### src/hw/rtl/dtc_pkg.sv
`default_nettype none

package dtc_pkg;

    // table size and derived widths
    localparam int MAX_ENTRIES = 32;
    localparam int IDX_W = (MAX_ENTRIES > 1) ? $clog2(MAX_ENTRIES) : 1;
    localparam int CNT_W = $clog2(MAX_ENTRIES + 1);

    localparam int CODE_W = 24;
    localparam int STAT_W = 8;
    localparam int SEV_W  = 8;

    // UDS status bits
    localparam logic [STAT_W-1:0] STS_FAILED        = 8'h01;
    localparam logic [STAT_W-1:0] STS_FAILED_CYCLE  = 8'h02;
    localparam logic [STAT_W-1:0] STS_PENDING       = 8'h04;
    localparam logic [STAT_W-1:0] STS_CONFIRMED     = 8'h08;
    localparam logic [STAT_W-1:0] STS_FAILED_CLEAR  = 8'h20;
    localparam logic [STAT_W-1:0] STS_NOTDONE_CYCLE = 8'h40;
    localparam logic [STAT_W-1:0] STS_FRESH         = 8'h50;

    localparam logic [CODE_W-1:0] CODE_ALL   = 24'hFFFFFF;
    localparam logic [STAT_W-1:0] STATUS_ALL = 8'hFF;

    typedef logic [IDX_W-1:0] idx_t;
    typedef logic [CNT_W-1:0] cnt_t;

    typedef enum logic [2:0] {
        OP_REGISTER = 3'd0,
        OP_TEST     = 3'd1,
        OP_CLEAR    = 3'd2,
        OP_COUNT    = 3'd3,
        OP_CYCLE    = 3'd4,
        OP_LOOKUP   = 3'd5
    } opcode_t;

    typedef enum logic [1:0] {
        RC_OK        = 2'd0,
        RC_FULL      = 2'd1,
        RC_DUP       = 2'd2,
        RC_NOT_FOUND = 2'd3
    } rc_t;

    typedef enum logic [1:0] {
        S_IDLE,
        S_SCAN,
        S_DONE
    } state_t;

    typedef struct packed {
        logic [CODE_W-1:0] code;
        logic [STAT_W-1:0] status;
        logic [SEV_W-1:0]  severity;
    } entry_t;

    // write request into the entry store
    typedef struct packed {
        logic   en_all;     // write code, status and severity
        logic   en_status;  // write status only
        idx_t   addr;
        entry_t data;
    } wr_req_t;

endpackage

`default_nettype wire

### src/hw/rtl/dtc_store.sv
`default_nettype none

// Entry store: one write port, one read port with registered read data.
module dtc_store
    import dtc_pkg::*;
(
    input  wire logic    aclk,
    input  wire idx_t    rd_addr,
    output entry_t       rd_data,
    input  wire wr_req_t wr
);

    logic [CODE_W-1:0] code_mem [MAX_ENTRIES];
    logic [STAT_W-1:0] stat_mem [MAX_ENTRIES];
    logic [SEV_W-1:0]  sev_mem  [MAX_ENTRIES];

    // writes
    always_ff @(posedge aclk) begin
        if (wr.en_all) begin
            code_mem[wr.addr] <= wr.data.code;
            sev_mem[wr.addr]  <= wr.data.severity;
        end
        if (wr.en_all || wr.en_status) begin
            stat_mem[wr.addr] <= wr.data.status;
        end
    end

    // registered read
    always_ff @(posedge aclk) begin
        rd_data.code     <= code_mem[rd_addr];
        rd_data.status   <= stat_mem[rd_addr];
        rd_data.severity <= sev_mem[rd_addr];
    end

endmodule

`default_nettype wire

### src/hw/rtl/diagnostic_code_status_table_unit.sv
`default_nettype none

// Channel   Dir  Word                                              Bits
// s_        in   tuser: opcode                                     3
//                tdata: code, severity, failed, clear_mask,
//                       count_mask                                 72
// m_        out  tdata: result_code, entry_index, match_count,
//                       entry_status, entry_severity               32
//
// The sequencer walks the used slots one per cycle through the store's single read
// port, and a search stops at its first hit. Full table and unused opcodes skip
// the walk and go straight to the finishing state.
// s_tready is high only while idle; the result sits in an output register
// and a stalled m_ side holds the next result in the finishing state.
// Synchronous active-low reset empties the table; no clearing pass is needed.
module diagnostic_code_status_table_unit
    import dtc_pkg::*;
(
    input  wire logic        aclk,
    input  wire logic        aresetn,
    input  wire logic        s_tvalid,
    output logic             s_tready,
    input  wire logic [71:0] s_tdata,   // code, severity, failed, clear_mask, count_mask
    input  wire logic [2:0]  s_tuser,   // opcode
    output logic             m_tvalid,
    input  wire logic        m_tready,
    output logic [31:0]      m_tdata    // result_code, entry_index, match_count,
                                        // entry_status, entry_severity
);

    state_t            state_reg, state_next;
    logic [2:0]        op_reg, op_next;
    logic [CODE_W-1:0] code_reg, code_next;
    logic [SEV_W-1:0]  sev_reg, sev_next;
    logic              failed_reg, failed_next;
    logic [CODE_W-1:0] gmask_reg, gmask_next;
    logic [STAT_W-1:0] smask_reg, smask_next;
    cnt_t              cnt_reg, cnt_next;
    cnt_t              ptr_reg, ptr_next;
    logic              pend_reg, pend_next;
    idx_t              pidx_reg, pidx_next;
    cnt_t              tally_reg, tally_next;
    rc_t               res_rc_reg, res_rc_next;
    idx_t              res_idx_reg, res_idx_next;
    logic [STAT_W-1:0] res_st_reg, res_st_next;
    logic [SEV_W-1:0]  res_sev_reg, res_sev_next;
    logic              m_tvalid_reg, m_tvalid_next;
    logic [31:0]       m_tdata_reg, m_tdata_next;

    idx_t              rd_addr;
    entry_t            rd_data;
    wr_req_t           wr;
    logic              more;
    logic              done;
    logic [STAT_W-1:0] test_st;

    dtc_store u_store (
        .aclk    (aclk),
        .rd_addr (rd_addr),
        .rd_data (rd_data),
        .wr      (wr)
    );

    assign s_tready = (state_reg == S_IDLE);
    assign m_tvalid = m_tvalid_reg;
    assign m_tdata  = m_tdata_reg;

    // slots still to be read
    assign more = (ptr_reg < cnt_reg);

    // status after a test report on the entry being examined
    always_comb begin
        test_st = rd_data.status & ~STS_FRESH;
        if (failed_reg) begin
            test_st = test_st | STS_FAILED | STS_FAILED_CYCLE | STS_PENDING
                    | STS_CONFIRMED | STS_FAILED_CLEAR;
        end else begin
            test_st = test_st & ~(STS_FAILED | STS_FAILED_CYCLE | STS_PENDING);
        end
    end

    // sequencer
    always_comb begin
        state_next    = state_reg;
        op_next       = op_reg;
        code_next     = code_reg;
        sev_next      = sev_reg;
        failed_next   = failed_reg;
        gmask_next    = gmask_reg;
        smask_next    = smask_reg;
        cnt_next      = cnt_reg;
        ptr_next      = ptr_reg;
        pend_next     = 1'b0;
        pidx_next     = pidx_reg;
        tally_next    = tally_reg;
        res_rc_next   = res_rc_reg;
        res_idx_next  = res_idx_reg;
        res_st_next   = res_st_reg;
        res_sev_next  = res_sev_reg;
        m_tvalid_next = m_tvalid_reg & ~m_tready;
        m_tdata_next  = m_tdata_reg;
        rd_addr       = ptr_reg[IDX_W-1:0];
        wr            = '0;
        done          = 1'b0;

        unique case (state_reg)
            S_IDLE: begin
                if (s_tvalid) begin
                    op_next      = s_tuser;
                    code_next    = s_tdata[23:0];
                    sev_next     = s_tdata[31:24];
                    failed_next  = s_tdata[32];
                    gmask_next   = s_tdata[56:33];
                    smask_next   = s_tdata[64:57];
                    ptr_next     = '0;
                    tally_next   = '0;
                    res_rc_next  = RC_OK;
                    res_idx_next = '0;
                    res_st_next  = '0;
                    res_sev_next = '0;
                    state_next   = S_SCAN;
                    unique case (opcode_t'(s_tuser))
                        OP_REGISTER: begin
                            if (cnt_reg == CNT_W'(MAX_ENTRIES)) begin
                                res_rc_next = RC_FULL;
                                state_next  = S_DONE;
                            end
                        end
                        OP_TEST, OP_CLEAR, OP_COUNT, OP_CYCLE, OP_LOOKUP: begin
                        end
                        default: state_next = S_DONE;
                    endcase
                end
            end

            S_SCAN: begin
                // issue next read
                if (more) begin
                    pend_next = 1'b1;
                    pidx_next = ptr_reg[IDX_W-1:0];
                    ptr_next  = ptr_reg + 1'b1;
                end
                // examine the word read last cycle
                if (pend_reg) begin
                    unique case (opcode_t'(op_reg))
                        OP_REGISTER: begin
                            if (rd_data.code == code_reg) begin
                                res_rc_next  = RC_DUP;
                                res_idx_next = pidx_reg;
                                res_st_next  = rd_data.status;
                                res_sev_next = rd_data.severity;
                                done         = 1'b1;
                            end
                        end
                        OP_TEST: begin
                            if (rd_data.code == code_reg) begin
                                wr.en_status   = 1'b1;
                                wr.addr        = pidx_reg;
                                wr.data.status = test_st;
                                res_rc_next    = RC_OK;
                                res_idx_next   = pidx_reg;
                                res_st_next    = test_st;
                                res_sev_next   = rd_data.severity;
                                done           = 1'b1;
                            end
                        end
                        OP_LOOKUP: begin
                            if (rd_data.code == code_reg) begin
                                res_rc_next  = RC_OK;
                                res_idx_next = pidx_reg;
                                res_st_next  = rd_data.status;
                                res_sev_next = rd_data.severity;
                                done         = 1'b1;
                            end
                        end
                        OP_CLEAR: begin
                            if (gmask_reg == CODE_ALL
                                || (rd_data.code & gmask_reg) == gmask_reg) begin
                                wr.en_status   = 1'b1;
                                wr.addr        = pidx_reg;
                                wr.data.status = STS_FRESH;
                            end
                        end
                        OP_COUNT: begin
                            if (smask_reg == STATUS_ALL
                                || (rd_data.status & smask_reg) != '0) begin
                                tally_next = tally_reg + 1'b1;
                            end
                        end
                        OP_CYCLE: begin
                            wr.en_status   = 1'b1;
                            wr.addr        = pidx_reg;
                            wr.data.status = (rd_data.status & ~STS_FAILED_CYCLE)
                                           | STS_NOTDONE_CYCLE;
                        end
                        default: begin
                        end
                    endcase
                end
                // walk finished without a hit
                if (!done && !pend_reg && !more) begin
                    done = 1'b1;
                    unique case (opcode_t'(op_reg))
                        OP_REGISTER: begin
                            wr.en_all        = 1'b1;
                            wr.addr          = cnt_reg[IDX_W-1:0];
                            wr.data.code     = code_reg;
                            wr.data.status   = STS_FRESH;
                            wr.data.severity = sev_reg;
                            cnt_next         = cnt_reg + 1'b1;
                            res_rc_next      = RC_OK;
                            res_idx_next     = cnt_reg[IDX_W-1:0];
                            res_st_next      = STS_FRESH;
                            res_sev_next     = sev_reg;
                        end
                        OP_TEST, OP_LOOKUP: res_rc_next = RC_NOT_FOUND;
                        default:            res_rc_next = RC_OK;
                    endcase
                end
                if (done) begin
                    pend_next  = 1'b0;
                    state_next = S_DONE;
                end
            end

            S_DONE: begin
                if (!m_tvalid_reg || m_tready) begin
                    m_tdata_next  = {3'b000, res_sev_reg, res_st_reg, 6'(tally_reg),
                                     5'(res_idx_reg), res_rc_reg};
                    m_tvalid_next = 1'b1;
                    state_next    = S_IDLE;
                end
            end
        endcase
    end

    // control state
    always_ff @(posedge aclk) begin
        if (!aresetn) begin
            state_reg    <= S_IDLE;
            cnt_reg      <= '0;
            pend_reg     <= 1'b0;
            m_tvalid_reg <= 1'b0;
        end else begin
            state_reg    <= state_next;
            cnt_reg      <= cnt_next;
            pend_reg     <= pend_next;
            m_tvalid_reg <= m_tvalid_next;
        end
    end

    // payload
    always_ff @(posedge aclk) begin
        op_reg      <= op_next;
        code_reg    <= code_next;
        sev_reg     <= sev_next;
        failed_reg  <= failed_next;
        gmask_reg   <= gmask_next;
        smask_reg   <= smask_next;
        ptr_reg     <= ptr_next;
        pidx_reg    <= pidx_next;
        tally_reg   <= tally_next;
        res_rc_reg  <= res_rc_next;
        res_idx_reg <= res_idx_next;
        res_st_reg  <= res_st_next;
        res_sev_reg <= res_sev_next;
        m_tdata_reg <= m_tdata_next;
    end

endmodule

`default_nettype wire
### config.mk
export PLATFORM = sky130hd
export DESIGN_NAME = diagnostic_code_status_table_unit
export DESIGN_NICKNAME = d
export VERILOG_FILES = /design/src/hw/rtl/dtc_pkg.sv /design/src/hw/rtl/dtc_store.sv /design/src/hw/rtl/diagnostic_code_status_table_unit.sv
export SDC_FILE = /design/constraint.sdc
export NUM_CORES = 2
export LEC_CHECK = 0
export BUFFER_PORTS_ARGS = -buffer_cell sky130_fd_sc_hd__buf_2
export CAP_MARGIN = 20
export CELL_PAD_IN_SITES_DETAIL_PLACEMENT = 1
export CELL_PAD_IN_SITES_GLOBAL_PLACEMENT = 1
export CORE_UTILIZATION = 45
export DETAILED_ROUTE_END_ITERATION = 6
export PLACE_DENSITY_LB_ADDON = 0.1
export SETUP_SLACK_MARGIN = 0.1
export SYNTH_ARGS = -nofsm -noshare
export SYNTH_HDL_FRONTEND = slang
export SYNTH_HIERARCHICAL = 1
export SYNTH_SLANG_ARGS = --single-unit
### constraint.sdc
create_clock -name aclk -period 5.8 [get_ports aclk]
set_input_delay 0 -clock aclk [delete_from_list [all_inputs] [get_ports aclk]]
set_output_delay 0 -clock aclk [all_outputs]
set_load 0.01 [all_outputs]
==> results.md <==
* Async set-reset flop share out of synthesis at 0
* Max-slew violations at 0
* Leading registers by flop count: u_store/code_mem x768, u_store/sev_mem x256, u_store/stat_mem x256
* Final Hold Viols at 0
* Number of antenna diodes at 0
* Hold Path Depth at 4
* Post-synthesis cell count at around 3400
* Post-layout nets at approximately 3800
* Vias in the first global route at roughly 33000
* Top cell type's share of synthesized area at 0.742
* First-pass GRT wire length at around 220 mm
* Number of port buffers at about 100
* # resized after CTS at 0
* CP Cell Sequence: xor2_1 > nor4_1 > nand4_1 > o31ai_1 > o21a_1 > a22o_1 > nor2b_1 > nand2_1 > nor2_4 > buf_12
* Initial DRC Count at roughly 2300
* Leakage at ~21 nW
* XOR/XNOR Fraction of Synth Area at 0.00535
* Count leader, synth: edfxtp_1
* Row count at 130
* Endpoints failing setup at 0
* Clk pin slew, worst setup/hold paths at ~0.06 ns
* Synth unique cells at 57
* CTS sink count at 1467
* Layout cells sized above 1 at 0.123
* Clock Latency Late Sink at roughly 0.79 ns
* Number of synthesized flops with an enable pin at ~1400
* Die area at 0.129 sq mm
* Power Total at between 20 and 30 mW
* PD cells at 432 mW/mm^2
* Critical path class: flip-flop to flip-flop
* HPWL after DPL at between 90 and 100 mm
* Total track usage at 0.236
* Worst hold start: aresetn
* Synth cell count leaders: 1417 x edfxtp_1, 657 x mux2i_1, 148 x nand2_1
* Yosys reg bits at 1467
* Slowest CP cell: nor2_4
* Final worst path period need at about 5.1 ns
* DR WL/cell at between 20 and 30 microns
* R2r worst-path depth at 10
* Num CTS Buffers at between 150 and 200
* TritonCTS clock tree: yes
* Max-cap violation count at 0
* Mean Syn Cell Area at 17.1 sq um
* Fmax at roughly 200 MHz
* Slew @ Worst Pin at about 1.1 ns
* Register area share after synthesis at 0.759
* Via count at 31100
* Post-synthesis compound-gate area fraction at 0.0519
* Final Skew at ~0.032 ns
* Type of the most critical hold path: input pin to flip-flop
* Area grow syn2layout at 15.9%
* WP data required at between 6 and 7 ns
* Largest net degree at the start of global routing at around 130
* Maximum VDD drop at ~0.00051 V
* Gpl congestion at ~0.84
* Final period utilization at 0.876
* RR Endpoint: u_store/sev_mem[18][1]
* Critical Path Sink Type: flip-flop
* DR DRC count at 0
* Unrepaired setup endpoints after global routing: no
* YS warnings at 6
* Post-CTS Setup Inserts at 0
* Main synth FF type: edfxtp_1
* Startpoint Class: flip-flop
* Area leader, netlist: edfxtp_1
* Worst reg2reg path startpoint: code_reg[14]
* Initial antenna violation count at 2
* Via-to-Cell Ratio at 5.69
* Critical Path Max Stage Delay at 0.74 ns
* Hold Path End: cnt_reg[5]
* Detailed-route wire length at 153 mm
* # IOs at approximately 110
* CTS Buffer Depth at 3
* Reg with most FFs: u_store/code_mem
* GRT Residual Overflow at 0
* Post-synthesis simple-gate area fraction at 0.0443
* H-tree depth at 4
* Core area at about 0.13 sq mm
* Largest family of logic cells by synthesized area: multiplexers
* Fillers at around 12000
* DR pass1 iterations at 7
* Die width at 359 microns
* Die height at roughly 360 microns
* Rel. slew slack at 0.245
* Cell Area, Synth at around 0.057 sq mm
* Largest register FFs at around 770
* R2R Setup Slk at roughly 0.72 ns
* Area of the multi-input gates at 0.0129 sq mm
* Initial Utilization at 0.455
* Synth area leaders: edfxtp_1 74%, mux2i_1 11%, dfxtp_1 1.7%, a22oi_1 1.6%, a22o_1 1.3%
* Detail Route Antenna Nets at 0
* Status: finished, final reports clean
* Multiplexer share of the synthesized area at 0.115
* Setup TNS Final at 0 ns
* Adder-cell area share of the yosys netlist at 0.00305
* CP Max Fanout at 20
* Sequential cell area at about 0.044 sq mm
* Root buf cell: clkbuf_16
* Critical path data arrival time at 5.55 ns
routing by layer:
metal,part of all wire,GRT usage,wire length [microns],vias up
met1,0.43,0.306,65700,16300
met2,0.50,0.405,76800,711
met3,0.039,0.0299,5920,220
met5,0,0,0,-
li1,-,-,-,13800
met4,0.031,0.0915,4720,0
where the power goes:
group	switching (mW)	internal, mW	total [mW]
registers	0.369	12.2	12.6
logic	4.44	2.23	6.67
clock network	4.01	5.44	9.44
total	8.82	19.9	28.7
cell type report:
class	count	area share
flip-flops and latches	1467	0.656
multi-input cells	1680	0.194
clock buffers	210	0.0640
repair buffers	344	0.0448
well taps	1650	0.0311
clock inverters	73	0.00831
inverters	35	0.00198
worst max-delay path: cells and delay by family, from the launching register on:
kind                      cells  cell delay, ns
DFF                           1            0.41
and+or+nand+nor               5            2.46
xor gates and xnor gates      1            0.17
AOI/OAI and AO/OA             3            1.38
buffers and inverters         1            0.27
kinds of logic (layout without fill, tap and decap cells):
kind of cell | after synthesis | in the layout
flops | 1467 | 1467
mux | 657 | 657
simple gates | 535 | 535
compound gates | 436 | 436
buf+inv | 216 | 662
xor+xnor | 35 | 35
fa+ha+maj | 14 | 14
other cells | 1 | 3
per-stage QoR:
stage / instance area, sq um / setup slack (ns) / hold slack, ns / std cells / utilization
finish: 66400 / 0.716 / 0.147 / 5459 / 0.527
global route: 66400 / 0.569 / 0.143 / 5459 / 0.527
CTS: 66200 / 0.772 / 0.0607 / 5450 / 0.525
detailed placement: 60000 / 0.792 / 0.179 / 5027 / 0.476
global placement: 60000 / 0.963 / 0.176 / 5027 / 0.476
floorplan: 57400 / 1.30 / 0.0989 / 3363 / -
cell usage in the layout (no fill, tap or decap), types with 10 or more instances in the layout:
cell,instances
buf_12,10
nand3_1,133
a21oi_1,132
clkinv_2,21
edfxtp_1,1417
dlygate4sd3_1,140
a22oi_1,124
nand2_1,147
xnor2_1,14
buf_2,102
clkbuf_16,161
mux2i_1,657
nor3_1,47
nor2_1,63
inv_1,33
a31oi_1,42
nand4_1,16
dfxtp_1,50
o22ai_1,13
clkinv_1,35
a22o_1,85
xor2_1,21
and2_1,35
buf_4,83
nor2_4,33
clkbuf_1,43
ha_1,14
worst max-delay path by stage:
| stage | cells past startpoint | from | end |
|---|---|---|---|
| finish | 10 | code_reg[14] | u_store/sev_mem[18][1] |
| global placement | 10 | code_reg[11] | u_store/code_mem[18][20] |
| global route | 10 | code_reg[11] | u_store/sev_mem[18][1] |
| floorplan | 11 | ptr_reg[2] | u_store/code_mem[10][0] |
| detailed placement | 10 | code_reg[14] | u_store/code_mem[18][15] |
| CTS | 10 | code_reg[14] | u_store/code_mem[18][10] |
what timing repair did:
| item | CTS | global route |
|---|---|---|
| hold buffers | 140 | 0 |
| hold endpoints to repair | 85 | 0 |
| endpoints found under the setup margin | 0 | 0 |
(Power assumes the default switching activity.)
